File: src/dht_pkg.sv
// Shared types and constants for the double hashing hash table.
// Holds the command and status words between dht_ctrl and dht_dp.
`timescale 1ns / 1ps

package dht_pkg;

   localparam int KEY_W  = 32;
   localparam int SLOT_W = 10;
   localparam int RSP_W  = 16;  // hit, stored, full_res, slot, zero padding

   // controller to datapath
   typedef struct packed {
      logic load;         // take a new request word
      logic quo_load;     // register both quotients from the reciprocal products
      logic rem_load;     // register both remainders, giving home slot and step
      logic advance;      // move to the next slot of the probe sequence
      logic clear_write;  // write zero at the clearing counter
      logic write_key;    // write the key at the current slot
      logic set_hit;
      logic set_stored;
      logic set_full;
      logic out_load;     // copy the result into the output register
   } cmd_type;

   // datapath to controller
   typedef struct packed {
      logic key_zero;
      logic op_search;
      logic clear_last;
      logic slot_empty;
      logic key_match;
      logic probe_last;
   } sts_type;

endpackage

File: src/dht_dp.sv
// Datapath: request registers, reciprocal-multiply modulo unit for home slot and step,
// probe address arithmetic, clearing counter and the output register.
// Depends on dht_pkg.
`timescale 1ns / 1ps

module dht_dp #(
   parameter int TABLE_SIZE = 1021,
   parameter int STEP_PRIME = 1019
) (
   input  logic                            clock,
   input  logic                            reset,
   input  dht_pkg::cmd_type                cmd,
   output dht_pkg::sts_type                sts,
   input  logic [dht_pkg::KEY_W-1:0]       req_tdata,
   input  logic                            req_tuser,
   output logic                            ram_we,
   output logic [$clog2(TABLE_SIZE)-1:0]   ram_addr,
   output logic [dht_pkg::KEY_W-1:0]       ram_wdata,
   input  logic [dht_pkg::KEY_W-1:0]       ram_rdata,
   output logic [dht_pkg::RSP_W-1:0]       rsp_tdata
);

   import dht_pkg::*;

   localparam int TW     = $clog2(TABLE_SIZE);
   localparam int PW     = $clog2(STEP_PRIME);
   localparam int PROD_W = 2 * KEY_W + 1;

   // ceil(2^(KEY_W+n) / d) with n = clog2(d): exact quotient for every KEY_W-bit dividend
   localparam logic [KEY_W:0] RECIP_T =
      (KEY_W+1)'(((64'd1 << (KEY_W + TW)) + 64'(TABLE_SIZE) - 64'd1) / 64'(TABLE_SIZE));
   localparam logic [KEY_W:0] RECIP_P =
      (KEY_W+1)'(((64'd1 << (KEY_W + PW)) + 64'(STEP_PRIME) - 64'd1) / 64'(STEP_PRIME));

   logic [KEY_W-1:0]     key_ff, key_in;
   logic                 op_ff, op_in;
   logic [KEY_W-1:0]     mag_ff, mag_in;
   logic [KEY_W-1:0]     quo_t_ff, quo_t_in;
   logic [KEY_W-1:0]     quo_p_ff, quo_p_in;
   logic [TW-1:0]        cur_ff, cur_in;      // remainder by TABLE_SIZE, then probe slot
   logic [PW-1:0]        rem_p_ff, rem_p_in;  // remainder by STEP_PRIME
   logic [TW-1:0]        probe_ff, probe_in;
   logic [TW-1:0]        clr_ff, clr_in;
   logic                 hit_ff, hit_in;
   logic                 stored_ff, stored_in;
   logic                 full_ff, full_in;
   logic [TW-1:0]        slot_ff, slot_in;
   logic [RSP_W-1:0]     out_ff, out_in;

   logic [PROD_W-1:0]    prod_t, prod_p;
   logic [KEY_W-1:0]     rem_t, rem_p;
   logic [TW:0]          sum, sum_sub;
   logic [TW-1:0]        step;
   logic [KEY_W-1:0]     key_mag;

   // magnitude; the most negative key maps to 2^31 as unsigned
   assign key_mag = req_tdata[KEY_W-1] ? (~req_tdata + KEY_W'(1)) : req_tdata;

   assign prod_t = {{(KEY_W+1){1'b0}}, mag_ff} * {{KEY_W{1'b0}}, RECIP_T};
   assign prod_p = {{(KEY_W+1){1'b0}}, mag_ff} * {{KEY_W{1'b0}}, RECIP_P};

   // remainder is the magnitude less quotient times divisor, always below the divisor
   assign rem_t = mag_ff - quo_t_ff * KEY_W'(TABLE_SIZE);
   assign rem_p = mag_ff - quo_p_ff * KEY_W'(STEP_PRIME);

   // step is 1..STEP_PRIME, below TABLE_SIZE
   assign step    = TW'(STEP_PRIME) - TW'(rem_p_ff);
   assign sum     = {1'b0, cur_ff} + {1'b0, step};
   assign sum_sub = sum - (TW+1)'(TABLE_SIZE);

   always_comb begin
      key_in     = key_ff;
      op_in      = op_ff;
      mag_in     = mag_ff;
      quo_t_in   = quo_t_ff;
      quo_p_in   = quo_p_ff;
      cur_in     = cur_ff;
      rem_p_in   = rem_p_ff;
      probe_in   = probe_ff;
      clr_in     = clr_ff;
      hit_in     = hit_ff;
      stored_in  = stored_ff;
      full_in    = full_ff;
      slot_in    = slot_ff;
      out_in     = out_ff;

      if (cmd.load) begin
         key_in     = req_tdata;
         op_in      = req_tuser;
         mag_in     = key_mag;
         cur_in     = '0;
         rem_p_in   = '0;
         probe_in   = '0;
         hit_in     = 1'b0;
         stored_in  = 1'b0;
         full_in    = 1'b0;
         slot_in    = '0;
      end
      if (cmd.quo_load) begin
         quo_t_in = KEY_W'(prod_t >> (KEY_W + TW));
         quo_p_in = KEY_W'(prod_p >> (KEY_W + PW));
      end
      if (cmd.rem_load) begin
         cur_in   = TW'(rem_t);
         rem_p_in = PW'(rem_p);
      end
      if (cmd.advance) begin
         cur_in   = (sum >= (TW+1)'(TABLE_SIZE)) ? TW'(sum_sub) : TW'(sum);
         probe_in = probe_ff + TW'(1);
      end
      if (cmd.clear_write) begin
         clr_in = clr_ff + TW'(1);
      end
      if (cmd.set_hit) begin
         hit_in  = 1'b1;
         slot_in = cur_ff;
      end
      if (cmd.set_stored) begin
         stored_in = 1'b1;
         slot_in   = cur_ff;
      end
      if (cmd.set_full) begin
         full_in = 1'b1;
      end
      if (cmd.out_load) begin
         out_in = {3'b000, SLOT_W'(slot_ff), full_ff, stored_ff, hit_ff};
      end
   end

   always_ff @(posedge clock) begin
      if (reset) begin
         clr_ff     <= '0;
         probe_ff   <= '0;
      end else begin
         clr_ff     <= clr_in;
         probe_ff   <= probe_in;
      end
   end

   always_ff @(posedge clock) begin
      key_ff    <= key_in;
      op_ff     <= op_in;
      mag_ff    <= mag_in;
      quo_t_ff  <= quo_t_in;
      quo_p_ff  <= quo_p_in;
      cur_ff    <= cur_in;
      rem_p_ff  <= rem_p_in;
      hit_ff    <= hit_in;
      stored_ff <= stored_in;
      full_ff   <= full_in;
      slot_ff   <= slot_in;
      out_ff    <= out_in;
   end

   assign ram_we    = cmd.clear_write | cmd.write_key;
   assign ram_addr  = cmd.clear_write ? clr_ff : cur_ff;
   assign ram_wdata = cmd.clear_write ? '0 : key_ff;

   assign sts.key_zero   = (key_ff == '0);
   assign sts.op_search  = op_ff;
   assign sts.clear_last = (clr_ff == TW'(TABLE_SIZE-1));
   assign sts.slot_empty = (ram_rdata == '0);
   assign sts.key_match  = (ram_rdata == key_ff);
   assign sts.probe_last = (probe_ff == TW'(TABLE_SIZE-1));

   assign rsp_tdata = out_ff;

endmodule

File: config.mk
export PLATFORM = sky130hd
export DESIGN_NAME = dht_dp
export DESIGN_NICKNAME = d
export VERILOG_FILES = /design/src/dht_pkg.sv /design/src/dht_dp.sv
export SDC_FILE = /design/constraint.sdc
export NUM_CORES = 2
export LEC_CHECK = 0
export ABC_AREA = 1
export BUFFER_PORTS_ARGS = -buffer_cell sky130_fd_sc_hd__buf_2
export CAP_MARGIN = 20
export CORE_ASPECT_RATIO = 0.7
export CORE_MARGIN = 8
export CORE_UTILIZATION = 65
export DETAILED_ROUTE_END_ITERATION = 7
export GPL_ROUTABILITY_DRIVEN = 0
export HOLD_SLACK_MARGIN = 0.06
export PLACE_DENSITY = 0.83
export SETUP_SLACK_MARGIN = 0.2
export SYNTH_ARGS = -nofsm -noshare
export SYNTH_HDL_FRONTEND = slang
export SYNTH_SLANG_ARGS = --single-unit
export TNS_END_PERCENT = 20
File: constraint.sdc
create_clock -name clock -period 9 [get_ports clock]
set_input_delay 0.9 -clock clock [delete_from_list [all_inputs] [get_ports clock]]
set_output_delay 0.9 -clock clock [all_outputs]
set_load 0.03 [all_outputs]
==> results.py <==
metrics = {
    "grt": {
        "grt_pass1_vias": 28424,
        "grt_usage_pct": 33.0,
        "grt_max_degree": 67,
        "use_met1_pct": 43.7,
        "busiest_layer": "met2",
        "grt_pass1_wl_mm": 157,
        "met3_usage_pct": 14.2,
        "grtUsageMet2_pct": 48.7,
        "overflow": 0,
        "antenna_found_initial": 4,
    },
    "worst_setup_path": {
        "required_ns": 9.22,
        "cp-start-kind": "flop",
        "r2r_end": "quo_p_ff[2]",
        "r2r_slack_ns": 1.84,
        "worstPathMaxFanout": 9,
        "worstSetupPathType": "flop to flop",
        "r2r_cells": 22,
        "reg2reg_from": "mag_ff[29]",
        "end_kind": "flop",
        "critPathArrivalTime_ns": 7.38,
    },
    "timing": {
        "setup_viol": 0,
        "fin_skew_ns": 0.0275,
        "rsz0062_at_grt": "false",
        "fin_ws_ns": 1.84,
        "setup_tns_ns": 0,
        "post-route-period-util_pct": 79.5,
        "slew_headroom_pct": 34.6,
        "max_freq_mhz": 140,
        "hold_ws_ns": 0.421,
        "finalHoldViolations": 0,
        "worstMarginPinSlew_ns": 0.981,
        "fin_crit_ns": 7.16,
        "maxSlewViolCount": 0,
    },
    "routing": {
        "routed_via_density": 5.87,
        "drt_wl_total_mm": 101,
        "via_count": 27667,
        "drt-initial-drc-count": 3354,
        "wire_per_inst_um": 21.4,
        "firstDrtPassIters": 6,
        "drc_errors": 0,
        "drtAntennaViolNets": 0,
    },
    "clock_tree": {
        "cts_tree": "yes",
        "clock_path_buffers": 2,
        "path_clk_slew_ns": 0.07,
        "post-cts-setup-buffer-count": 0,
        "htree_num_levels": 4,
        "cts_hold_buffers": 0,
        "clk_latency_ns": 0.49,
        "cts_buffers": 17,
        "cts.sinks": 150,
        "cts_root_buf": "clkbuf_16",
        "cts_resized": 0,
    },
    "cells_and_area": {
        "layout_commonest_cell": "inv_1",
        "nNetsFinal": 5303,
        "drive_gt1_share_pct": 5.47,
        "area_delta_synth_final_pct": 6.31,
        "final_cell_mix": "inv_1, ha_1, fa_1",
    },
    "die": {
        "core_area_sq_um": 53200,
        "chipWidth_um": 292,
        "io_pins": 142,
        "dieArea_sq_um": 61200,
        "num_rows": 71,
        "start_util_pct": 65.2,
        "dieHeight_um": 209,
    },
    "place": {
        "dp_slack_ns": 2.05,
        "dp_hpwl_mm": 86.1,
        "portBuffers": 138,
    },
    "synthesis": {
        "synthFlopType": "edfxtp_1",
        "synth-seq-cells": 150,
        "syn_area_per_cell_sq_um": 9.01,
        "synth_cells": 3851,
        "syn_area_sq_um": 34700,
        "synthArstFlopShare_pct": 0,
        "yosys_warnings": 0,
        "ys_seq_area_share_pct": 12.3,
        "synth_edf_count": 127,
        "yosysUniqueCellTypes": 47,
    },
    "run_status": {
        "status": "completed",
    },
    "min_path": {
        "whs_path_depth": 0,
        "worstHoldStart": "slot_ff[6]",
        "holdPathEnd": "rsp_tdata[9]",
        "min_path_type": "flop to flop",
    },
    "job": {
        "cap_violations": 0,
    },
}
[kinds of logic after synthesis]
group,after synthesis,share of synthesized area [%]
AOI/OAI and AO/OA,335,5.51
xor gates and xnor gates,129,3.25
adders and majority gates,1218,55.6
buffers and inverters,1128,12.3
DFF,150,12.3
other,1,0.0108
and+or+nand+nor,890,11.1
[sequential cells by signal, indices dropped and copies added, names as in the netlist]
| register | cells |
|---|---|
| quo_t_ff | 10 |
| cur_ff | 10 |
| op_ff | 1 |
| rem_p_ff | 10 |
| mag_ff | 31 |
| clr_ff | 10 |
| rsp_tdata | 13 |
| slot_ff | 10 |
| probe_ff | 10 |
| full_ff | 1 |
| stored_ff | 1 |
| quo_p_ff | 10 |
| key_ff | 32 |
| hit_ff | 1 |
[metal layers]
metal | share of wire [%] | routed length, um
met5 | 0.026 | 26
met3 | 16 | 15700
met2 | 42 | 42400
met4 | 3.6 | 3650
met1 | 39 | 39000
[layout make-up]
class	instances	area, sq um
Multi-Input combinational cell	2575	26200
Fill cell	3803	16300
Sequential cell	150	4270
Inverter	1108	4160
Tap cell	693	867
Timing Repair Buffer	156	823
Clock buffer	18	429
Clock inverter	14	160
Antenna cell	1	2.50
[critical path, stage by stage (launching register included)]
cell	delay, ns
edfxtp_1	0.63
fa_1	0.71
inv_1	0.13
fa_1	0.58
inv_1	0.07
fa_1	0.48
inv_1	0.05
fa_1	0.49
inv_1	0.07
fa_1	0.44
fa_1	0.55
inv_1	0.06
fa_1	0.50
inv_1	0.05
ha_1	0.28
ha_1	0.36
nand2_1	0.13
nor2_1	0.25
nand2_1	0.08
nor4_1	0.54
nand4_1	0.24
nand3_1	0.15
xor2_1	0.07
[cell usage after synthesis (all sizes together), types with 12 or more instances]
cell type / instances / area, sq um
ha: 679 / 8500
dfxtp: 23 / 460
nand4: 52 / 325
edfxtp: 127 / 3810
nor4: 33 / 206
fa: 539 / 10800
a211oi: 13 / 97.6
xnor2: 70 / 613
o21ai: 96 / 480
a21oi: 141 / 706
clkbuf: 13 / 48.8
nand2: 412 / 1570
xor2: 59 / 517
a21o: 28 / 210
nand3: 97 / 515
inv: 1108 / 4160
a31oi: 14 / 87.6
or2: 12 / 75.1
nor3: 37 / 190
nor2: 236 / 893
[through the flow]
step,std cells,utilization (%),cell area [sq um]
detailed placement,4681,68.2,36300
floorplan,3853,-,34700
global route,4714,69.4,36900
global placement,4681,68.2,36300
finish,4715,69.4,36900
CTS,4713,69.3,36900
[how the worst max path moves through the flow]
stage                from           to  slack [ns]
3_5_place_dp   mag_ff[26]  quo_t_ff[7]        2.05
3_3_place_gp   mag_ff[12]  quo_p_ff[5]        2.21
2_1_floorplan  mag_ff[12]  quo_p_ff[5]        2.75
5_1_grt        mag_ff[12]  quo_p_ff[5]        1.71
6_report       mag_ff[29]  quo_p_ff[2]        1.84
4_1_cts        mag_ff[26]  quo_t_ff[7]        2.00
Power is left out: the tool's default activity adds up to more than one toggle a clock period on the data nets, which glitch-free logic cannot reach.
