[config.mk]
export PLATFORM = sky130hd
export DESIGN_NAME = dht_ctrl
export DESIGN_NICKNAME = d
export VERILOG_FILES = /design/src/dht_pkg.sv /design/src/dht_ctrl.sv
export SDC_FILE = /design/constraint.sdc
export NUM_CORES = 1
export LEC_CHECK = 0
export ABC_AREA = 1
export BUFFER_PORTS_ARGS = -buffer_cell sky130_fd_sc_hd__buf_2
export CAP_MARGIN = 20
export CELL_PAD_IN_SITES_DETAIL_PLACEMENT = 0
export CELL_PAD_IN_SITES_GLOBAL_PLACEMENT = 1
export CORE_MARGIN = 2
export CORE_UTILIZATION = 32
export DETAILED_ROUTE_END_ITERATION = 8
export MAX_ROUTING_LAYER = met4
export PLACE_DENSITY_LB_ADDON = 0.15
export SETUP_SLACK_MARGIN = 0.05
export SLEW_MARGIN = 15
export SYNTH_ARGS = -nofsm -noshare
export SYNTH_HDL_FRONTEND = slang
export SYNTH_SLANG_ARGS = --single-unit
[constraint.sdc]
create_clock -name clock -period 2.2 [get_ports clock]
set_input_delay 0.44 -clock clock [delete_from_list [all_inputs] [get_ports clock]]
set_output_delay 0.44 -clock clock [all_outputs]
set_load 0.005 [all_outputs]
[src/dht_pkg.sv]
// Shared types and constants for the double hashing hash table.
// Holds the command and status words between dht_ctrl and dht_dp.
`timescale 1ns / 1ps

package dht_pkg;

   localparam int KEY_W  = 32;
   localparam int SLOT_W = 10;
   localparam int RSP_W  = 16;  // hit, stored, full_res, slot, zero padding

   // controller to datapath
   typedef struct packed {
      logic load;         // take a new request word
      logic quo_load;     // register both quotients from the reciprocal products
      logic rem_load;     // register both remainders, giving home slot and step
      logic advance;      // move to the next slot of the probe sequence
      logic clear_write;  // write zero at the clearing counter
      logic write_key;    // write the key at the current slot
      logic set_hit;
      logic set_stored;
      logic set_full;
      logic out_load;     // copy the result into the output register
   } cmd_type;

   // datapath to controller
   typedef struct packed {
      logic key_zero;
      logic op_search;
      logic clear_last;
      logic slot_empty;
      logic key_match;
      logic probe_last;
   } sts_type;

endpackage

[src/dht_ctrl.sv]
// Controller: clearing pass, modulo sequencing, probe loop and result handoff.
// Depends on dht_pkg.
`timescale 1ns / 1ps

module dht_ctrl (
   input  logic             clock,
   input  logic             reset,
   output dht_pkg::cmd_type cmd,
   input  dht_pkg::sts_type sts,
   input  logic             req_tvalid,
   output logic             req_tready,
   output logic             rsp_tvalid,
   input  logic             rsp_tready
);

   import dht_pkg::*;

   typedef enum logic [6:0] {
      ST_CLEAR = 7'b0000001,
      ST_IDLE  = 7'b0000010,
      ST_QUO   = 7'b0000100,
      ST_REM   = 7'b0001000,
      ST_READ  = 7'b0010000,
      ST_CHECK = 7'b0100000,
      ST_DONE  = 7'b1000000
   } state_type;

   state_type state_ff, state_in;
   logic      rsp_valid_ff, rsp_valid_in;

   always_comb begin
      state_in   = state_ff;
      cmd        = '0;
      req_tready = 1'b0;

      case (state_ff)
         ST_CLEAR: begin
            cmd.clear_write = 1'b1;
            if (sts.clear_last) begin
               state_in = ST_IDLE;
            end
         end
         ST_IDLE: begin
            req_tready = 1'b1;
            if (req_tvalid) begin
               cmd.load = 1'b1;
               state_in = ST_QUO;
            end
         end
         ST_QUO: begin
            if (sts.key_zero) begin
               state_in = ST_DONE;
            end else begin
               cmd.quo_load = 1'b1;
               state_in     = ST_REM;
            end
         end
         ST_REM: begin
            cmd.rem_load = 1'b1;
            state_in     = ST_READ;
         end
         ST_READ: begin
            state_in = ST_CHECK;
         end
         ST_CHECK: begin
            if (!sts.op_search) begin
               if (sts.slot_empty) begin
                  cmd.write_key  = 1'b1;
                  cmd.set_stored = 1'b1;
                  state_in       = ST_DONE;
               end else if (sts.probe_last) begin
                  cmd.set_full = 1'b1;
                  state_in     = ST_DONE;
               end else begin
                  cmd.advance = 1'b1;
                  state_in    = ST_READ;
               end
            end else begin
               if (sts.key_match) begin
                  cmd.set_hit = 1'b1;
                  state_in    = ST_DONE;
               end else if (sts.slot_empty || sts.probe_last) begin
                  state_in = ST_DONE;
               end else begin
                  cmd.advance = 1'b1;
                  state_in    = ST_READ;
               end
            end
         end
         ST_DONE: begin
            // wait for the output register to free up
            if (!rsp_valid_ff || rsp_tready) begin
               cmd.out_load = 1'b1;
               state_in     = ST_IDLE;
            end
         end
         default: begin
            state_in = ST_CLEAR;
         end
      endcase
   end

   always_comb begin
      rsp_valid_in = rsp_valid_ff;
      if (rsp_tready) begin
         rsp_valid_in = 1'b0;
      end
      if (cmd.out_load) begin
         rsp_valid_in = 1'b1;
      end
   end

   always_ff @(posedge clock) begin
      if (reset) begin
         state_ff     <= ST_CLEAR;
         rsp_valid_ff <= 1'b0;
      end else begin
         state_ff     <= state_in;
         rsp_valid_ff <= rsp_valid_in;
      end
   end

   assign rsp_tvalid = rsp_valid_ff;

endmodule
==> out/qor.json, run 1 <==
{
  "outcome": {
    "outcome": "finished, final reports clean"
  },
  "placement": {
    "pre_cts_ws_ns": 0.630,
    "buffer_ports.inserted": 21,
    "place_hpwl_um": 1070,
    "globalplace.congestion": 0.785
  },
  "power": {
    "total_leakage_power_nw": 0.403,
    "p_total_mw": 0.383,
    "p_per_area_nw_per_um2": 549,
    "max-vdd-ir-drop_mv": 0.254
  },
  "yosys": {
    "synth_edf_count": 0,
    "asyncSetResetFlopFracSynth_pct": 0,
    "synth-seq-area-share_pct": 28.4,
    "post-synth-top-area-fraction_pct": 28.4,
    "syn-num-nets": 106,
    "postSynthRegisterBits": 8,
    "synth.area.top_cells": "sky130_fd_sc_hd__dfxtp_1 28%, sky130_fd_sc_hd__nand2_1 15%, sky130_fd_sc_hd__nor2_1 12%, sky130_fd_sc_hd__inv_1 9.3%, sky130_fd_sc_hd__nor2_2 8.9%",
    "ys.flop_type": "sky130_fd_sc_hd__dfxtp_1",
    "mappedNetlistArea_um2": 564,
    "synth-warning-count": 0,
    "top_post_synthesis_cells_by_count": "23 x sky130_fd_sc_hd__nand2_1, 18 x sky130_fd_sc_hd__nor2_1, 14 x sky130_fd_sc_hd__inv_1, 8 x sky130_fd_sc_hd__dfxtp_1, 8 x sky130_fd_sc_hd__nor2_2",
    "yosys_top_cell_by_area": "sky130_fd_sc_hd__dfxtp_1",
    "syn_inst": 96,
    "synth.avg_cell_area_um2": 5.88,
    "library_cell_with_the_highest_instance_count_after_synthesis": "sky130_fd_sc_hd__nand2_1",
    "library_cells_used_by_synthesis": 15
  },
  "cts": {
    "ctsRootBufferMaster": "sky130_fd_sc_hd__clkbuf_4",
    "cts_setup_buffers": 0,
    "cts_num_sinks": 8,
    "cts_hold_repair_buffers": 0,
    "tritoncts": "done",
    "cts.repair.resized": 0,
    "cts_buffers": 3,
    "cts_buffer_depth": 2,
    "clkTransAtPathRegs_ns": 0.06,
    "htree_num_levels": 1,
    "clk-insertion-delay-late_ns": 0.26
  },
  "layout": {
    "antennaDiodeCount": 0,
    "multi_input_area_um2": 322,
    "syn2layout_area_growth_pct": 23.7,
    "regArea_um2": 160,
    "post_route_cells_drive_above_1_share_pct": 35.6,
    "finish.net_count": 130,
    "layout.filler_cells": 203
  },
  "setup_path": {
    "critical_path_peak_fanout": 4,
    "timing_worst_setup_path_type": "flop to primary output",
    "critPathLaunchType": "flop",
    "cp_endpoint_kind": "primary output",
    "worst_path_required_time_ns": 1.76,
    "critPathArrivalTime_ns": 1.40
  },
  "flow_run": {
    "max_cap_violations": 0
  },
  "sta": {
    "rsz0062_at_grt": "no",
    "finalHoldViolCount": 0,
    "final_period_minus_worst_setup_slack_ns": 1.84,
    "tightestPinTransition_ns": 0.235,
    "hold_slack_ns": 0.370,
    "timing.fmax_ghz": 0.544,
    "timing.final.ws_setup_ns": 0.360,
    "finalSetupViolations": 0,
    "fin_setup_tns_ns": 0,
    "clock-skew-final_ns": 0.00624,
    "maxSlewViolCount": 0,
    "final_min_period_over_clock_period_pct": 83.6,
    "slew-limit-headroom_pct": 84.3
  },
  "global_routing": {
    "grt_antenna_before_repair": 0,
    "global_route.overflow_total": 0,
    "grt_start_max_net_pins": 7,
    "via_count_of_the_first_global_routing_pass": 523,
    "grt_pass1_wl_um": 2030,
    "grt_usage_pct": 14.1
  },
  "routing": {
    "drt_iter0_drc": 8,
    "route.final.wire_length_um": 1250,
    "route.vias.total": 618,
    "post_route_ant_nets": 0,
    "drc": 0,
    "wl_per_cell_um": 9.27,
    "vias_per_cell": 4.58,
    "drtPass1Iterations": 4
  },
  "floorplanning": {
    "initial_core_util_pct": 33.4,
    "core_region_area_um2": 1690,
    "die_h_um": 46.0,
    "die-area_um2": 2120,
    "core.rowCount": 15,
    "die_width_um": 46.0,
    "io_pins": 22
  },
  "worst_hold_path": {
    "holdCritPathClass": "input port to flop"
  }
}
cell type report:
| class | instances | share of cell area [%] |
|---|---|---|
| multi-input cells | 68 | 46.1 |
| flip-flops and latches | 8 | 22.9 |
| repair buffers | 21 | 15.1 |
| inverters | 18 | 9.68 |
| clock buffers | 3 | 3.23 |
| well taps | 17 | 3.05 |
worst paths after layout:
path                                     to        start  cells past startpoint  slack [ns]
worst min register to register  state_ff[5]  state_ff[4]                      2        0.53
worst max register to register  state_ff[0]  state_ff[4]                      8        1.04
worst min-delay path            state_ff[3]       sts[5]                      2        0.37
worst max-delay path                 cmd[2]  state_ff[5]                      5        0.36
report_power, final:
group / switching, mW / leakage, nW / internal (mW) / total, mW
combinational: 0.0656 / 0.325 / 0.0412 / 0.107
sequential: 0.00894 / 0.0650 / 0.153 / 0.162
clock: 0.0516 / 0.0138 / 0.0625 / 0.114
total: 0.126 / 0.403 / 0.257 / 0.383
sequential cells by signal, summed over array words and instances, names as in the netlist:
register and flops:
state_ff 7, rsp_tvalid 1
metal layers:
metal  vias to the layer above  GRT usage, %  part of all wire (%)
met3                         6          3.57                   8.1
li1                        330             -                     -
met1                       253          17.0                    50
met5                         -             -                     0
met4                         0          8.57                   2.2
met2                        29          20.8                    40
layout by cell type, fill, tap and decap left out, drive strengths merged:
master  count
nand3       7
nor4        1
nor2       27
buf        21
inv        18
dfxtp       8
nor3        3
nor3b       1
nand2      27
clkbuf      3
a21oi       1
a211oi      1
logic make-up after synthesis:
kind of cell	synth area share, %
flip-flops	28.4
buffers and inverters	14.6
AO/OA/AOI/OAI	3.10
AND/OR/NAND/NOR	53.9
through the flow:
step / area [um2] / instances / util, %
4_1_cts: 698 / 135 / 41.3
6_report: 698 / 135 / 41.3
3_5_place_dp: 676 / 132 / 40.0
5_1_grt: 698 / 135 / 41.3
2_1_floorplan: 564 / 96 / -
3_3_place_gp: 676 / 132 / 40.0
worst max-delay path, cell delays in order, from the launching register on:
cell and delay, ns:
sky130_fd_sc_hd__dfxtp_1 0.40, sky130_fd_sc_hd__nand3_1 0.14, sky130_fd_sc_hd__nor2_2 0.16, sky130_fd_sc_hd__inv_2 0.08, sky130_fd_sc_hd__nor3b_1 0.21, sky130_fd_sc_hd__buf_2 0.15
Power figures use the tool's default switching activity.
==> run 2: changes to the inputs <==
ABC_AREA = 0   (was 1)
CORE_UTILIZATION = 28   (was 32)
clock period = 1.55 ns   (was 2.2 ns; I/O delays follow)
==> out/qor.json, run 2 <==
{
  "setup_path": {
    "timing.critical_path.cells": "or4_4 -> nor2_4 -> nand3b_1 -> nor2_1 -> buf_2",
    "rrSetupSlack": {"value": 0.10, "unit": "ns", "change": "-0.94 ns"},
    "critPathArrivalTime": {"value": 1.53, "unit": "ns", "change": "+0.13 ns"},
    "critical_path_peak_fanout": {"value": 3, "change": "-1"},
    "worst_path_required_time": {"value": 1.24, "unit": "ns", "change": "-0.52 ns"},
    "cp_endpoint_kind": "primary output",
    "critPathLaunchType": "flop",
    "critPathSlowestCell": "sky130_fd_sc_hd__or4_4",
    "critical-path-max-stage-delay": {"value": 0.53, "unit": "ns", "change": "+0.13 ns"},
    "timing_worst_setup_path_type": "flop to primary output",
    "reg2regPathDepth": {"value": 5, "change": "-3"}
  },
  "cts": {
    "clkTransAtPathRegs": {"value": 0.06, "unit": "ns", "change": "about the same"},
    "tritoncts": "done",
    "cts_buffers": {"value": 3, "change": "unchanged"},
    "clk-insertion-delay-late": {"value": 0.25, "unit": "ns", "change": "about the same"},
    "htree_num_levels": {"value": 1, "change": "unchanged"},
    "cts_buffer_depth": {"value": 2, "change": "unchanged"},
    "cts_hold_repair_buffers": {"value": 0, "change": "unchanged"},
    "ctsRootBufferMaster": "sky130_fd_sc_hd__clkbuf_4",
    "cts_num_sinks": {"value": 8, "change": "unchanged"}
  },
  "yosys": {
    "synth.avg_cell_area": {"value": 8.47, "unit": "um2", "change": "+44%"},
    "post-synth-top-area-fraction": {"value": 31.0, "unit": "%", "change": "+2.6 points"},
    "share_of_the_synthesized_area_in_compound_gates_ao_oa_aoi_oai": {"value": 12.1, "unit": "%", "change": "+9.0 points"},
    "synth.area.top_cells": "sky130_fd_sc_hd__dfxtp_1 31%, sky130_fd_sc_hd__nor4b_1 6.8%, sky130_fd_sc_hd__nor2_1 6.5%, sky130_fd_sc_hd__nor3_2 3.9%, sky130_fd_sc_hd__a31oi_1 3.6%",
    "postSynthRegisterBits": {"value": 8, "change": "unchanged"},
    "synth-warning-count": {"value": 0, "change": "unchanged"},
    "syn-num-nets": {"value": 71, "change": "-33%"},
    "top_post_synthesis_cells_by_count": "9 x sky130_fd_sc_hd__nor2_1, 8 x sky130_fd_sc_hd__dfxtp_1, 5 x sky130_fd_sc_hd__nand2_1, 4 x sky130_fd_sc_hd__nor4b_1, 3 x sky130_fd_sc_hd__a31oi_1",
    "syn_inst": {"value": 61, "change": "-36%"},
    "synth_area_in_xor_xnor": {"value": 3.39, "unit": "%", "change": "+3.4 points"},
    "library_cells_used_by_synthesis": {"value": 29, "change": "+14"},
    "yosys.area_share.adder": {"value": 0, "unit": "%", "change": "unchanged"},
    "asyncSetResetFlopFracSynth": {"value": 0, "unit": "%", "change": "unchanged"},
    "mappedNetlistArea": {"value": 517, "unit": "um2", "change": "-8.4%"},
    "synth-seq-area-share": {"value": 31.0, "unit": "%", "change": "+2.6 points"},
    "synth_edf_count": {"value": 0, "change": "unchanged"},
    "muxShareOfSynthArea": {"value": 0, "unit": "%", "change": "unchanged"},
    "yosys_top_cell_by_area": "sky130_fd_sc_hd__dfxtp_1",
    "library_cell_with_the_highest_instance_count_after_synthesis": "sky130_fd_sc_hd__nor2_1",
    "synth_top_family_by_area": "simple AND/OR/NAND/NOR gates",
    "synth_simple_gate_area_share": {"value": 45.0, "unit": "%", "change": "-8.8 points"},
    "ys.flop_type": "sky130_fd_sc_hd__dfxtp_1"
  },
  "routing": {
    "post_route_ant_nets": {"value": 0, "change": "unchanged"},
    "drc": {"value": 0, "change": "unchanged"},
    "wl_per_cell": {"value": 11.5, "unit": "um", "change": "+24%"},
    "route.vias.total": {"value": 597, "change": "-3.4%"},
    "route.final.wire_length": {"value": 1450, "unit": "um", "change": "+16%"},
    "drtPass1Iterations": {"value": 4, "change": "unchanged"},
    "drt_iter0_drc": {"value": 6, "change": "-2"},
    "vias_per_cell": {"value": 4.74, "change": "+3.5%"}
  },
  "layout": {
    "mostFrequentLayoutCell": "sky130_fd_sc_hd__buf_2",
    "multi_input_area": {"value": 392, "unit": "um2", "change": "+22%"},
    "syn2layout_area_growth_pct": 73.8,
    "antennaDiodeCount": {"value": 0, "change": "unchanged"},
    "final_cell_mix": "20 x sky130_fd_sc_hd__buf_2, 15 x sky130_fd_sc_hd__buf_4, 6 x sky130_fd_sc_hd__nor2_1, 6 x sky130_fd_sc_hd__buf_6",
    "post_route_cells_drive_above_1_share": {"value": 63.4, "unit": "%", "change": "+28 points"},
    "utilization": {"value": 52.0, "unit": "%", "change": "+11 points"},
    "largest_register": "state_ff",
    "largest_reg_flops": {"value": 7, "change": "unchanged"},
    "finish.net_count": {"value": 113, "change": "-13%"},
    "stdcell_area": {"value": 898, "unit": "um2", "change": "+29%"},
    "regArea": {"value": 169, "unit": "um2", "change": "+5.5%"},
    "layout.filler_cells": {"value": 174, "change": "-14%"}
  },
  "global_routing": {
    "grt_start_max_net_pins": {"value": 9, "change": "+2"},
    "via_count_of_the_first_global_routing_pass": {"value": 518, "change": "-0.96%"},
    "grt_antenna_before_repair": {"value": 0, "change": "unchanged"},
    "global_route.overflow_total": {"value": 0, "change": "unchanged"},
    "grt_usage": {"value": 15.4, "unit": "%", "change": "+1.3 points"},
    "grt_pass1_wl": {"value": 2250, "unit": "um", "change": "+11%"}
  },
  "placement": {
    "globalplace.congestion": {"value": 0.810, "change": "+3.1%"},
    "buffer_ports.inserted": {"value": 21, "change": "unchanged"},
    "placed_cell_area": {"value": 709, "unit": "um2", "change": "+5.0%"},
    "place_hpwl": {"value": 1030, "unit": "um", "change": "-3.9%"}
  },
  "sta": {
    "timing.fmax_ghz": 0.544,
    "maxSlewViolCount": {"value": 0, "change": "unchanged"},
    "finalHoldViolCount": {"value": 0, "change": "unchanged"},
    "final_period_minus_worst_setup_slack_ns": 1.84,
    "tightestPinTransition": {"value": 0.265, "unit": "ns", "change": "+0.0300 ns"},
    "slew-limit-headroom": {"value": 82.1, "unit": "%", "change": "-2.2 points"},
    "final_min_period_over_clock_period_pct": 119,
    "finalSetupViolations": {"value": 11, "change": "+11"},
    "timing.final.ws_setup": {"value": -0.289, "unit": "ns", "change": "-0.649 ns"},
    "clock-skew-final": {"value": 0.00789, "unit": "ns", "change": "+0.00165 ns"},
    "rsz0062_at_grt": "yes"
  },
  "floorplanning": {
    "die-area": {"value": 2210, "unit": "um2", "change": "+4.3%"},
    "initial_core_util": {"value": 29.9, "unit": "%", "change": "-3.5 points"},
    "die_h": {"value": 47.0, "unit": "um", "change": "+2.1%"},
    "io_pins": {"value": 22, "change": "unchanged"},
    "core_region_area": {"value": 1730, "unit": "um2", "change": "+2.2%"},
    "core.rowCount": {"value": 15, "change": "unchanged"},
    "die_width": {"value": 47.0, "unit": "um", "change": "+2.1%"}
  },
  "outcome": {
    "failed_checks": "setup timing",
    "outcome": "finished, violations left"
  },
  "power": {
    "p_per_area": {"value": 670, "unit": "nW/um2", "change": "+22%"},
    "total_leakage_power": {"value": 0.407, "unit": "nW", "change": "+0.79%"},
    "max-vdd-ir-drop": {"value": 0.330, "unit": "mV", "change": "+30%"},
    "p_total": {"value": 0.602, "unit": "mW", "change": "+57%"}
  },
  "worst_hold_path": {
    "worstHoldPathCells": {"value": 2, "change": "unchanged"},
    "holdCritPathClass": "input port to flop"
  },
  "flow_run": {
    "max_cap_violations": {"value": 0, "change": "unchanged"}
  }
}
-- run 2: cell count changes in the layout (fill, tap and decap cells not counted), moves of 4 or more --
cell | before | now
sky130_fd_sc_hd__nand2_1 | 23 | 4
sky130_fd_sc_hd__buf_4 | 0 | 15
sky130_fd_sc_hd__inv_1 | 14 | 1
sky130_fd_sc_hd__nor2_1 | 18 | 6
sky130_fd_sc_hd__nor2_2 | 8 | 1
sky130_fd_sc_hd__buf_6 | 0 | 6
sky130_fd_sc_hd__nand3_1 | 7 | 1
sky130_fd_sc_hd__dfxtp_1 | 8 | 3
sky130_fd_sc_hd__dfxtp_2 | 0 | 4
sky130_fd_sc_hd__inv_2 | 4 | 0
-- run 2: worst max-delay path: cells and delay by family, from the launching register on --
kind                   cells  cell delay, ns
and+or+nand+nor            4            0.84
DFF                        1            0.32
buffers and inverters      1            0.11
-- run 2: cells by family after synthesis --
family                    count (synthesis)
AOI/OAI and AO/OA                         9
DFF                                       8
buffers and inverters                     5
and+or+nand+nor                          37
xor gates and xnor gates                  2
-- run 2: metal layers --
layer	routed length, um	GRT usage (%)
met1	628	19.7
met2	720	22.5
met3	82	3.46
met4	13	8.33
met5	0	-
-- run 2: per-stage QoR --
stage	instances	TNS (ns)	setup slack (ns)	hold WS, ns
finish	126	-1.93	-0.289	0.247
global route	126	-2.82	-0.440	0.243
CTS	123	-1.93	-0.320	0.238
detailed placement	115	-0.0603	-0.0335	0.511
global placement	115	-0.0534	-0.0256	0.511
floorplan	61	0	0.0470	0.372
-- run 2: final cells by class --
cell class | count | share of cell area (%)
clock buffer | 3 | 2.51
timing repair buffer | 41 | 31.2
tap | 25 | 3.48
multi-input combinational | 48 | 43.6
sequential | 8 | 18.8
inverter | 1 | 0.418
-- run 2: power breakdown --
part / total [mW] / internal, mW / switching [mW]
logic: 0.202 / 0.113 / 0.0890
clock network: 0.161 / 0.0887 / 0.0724
registers: 0.239 / 0.219 / 0.0195
-- run 2: final timing paths --
kind	start	end
hold / removal	sts[5]	state_ff[3]
setup reg to reg	state_ff[5]	state_ff[1]
setup / recovery	state_ff[5]	cmd[8]
hold reg to reg	state_ff[1]	state_ff[5]
-- run 2: what timing repair did --
item,CTS,global route
setup endpoints to repair,11,14
pin swaps,15,10
gates resized for setup,15,12
buffers inserted,5,4
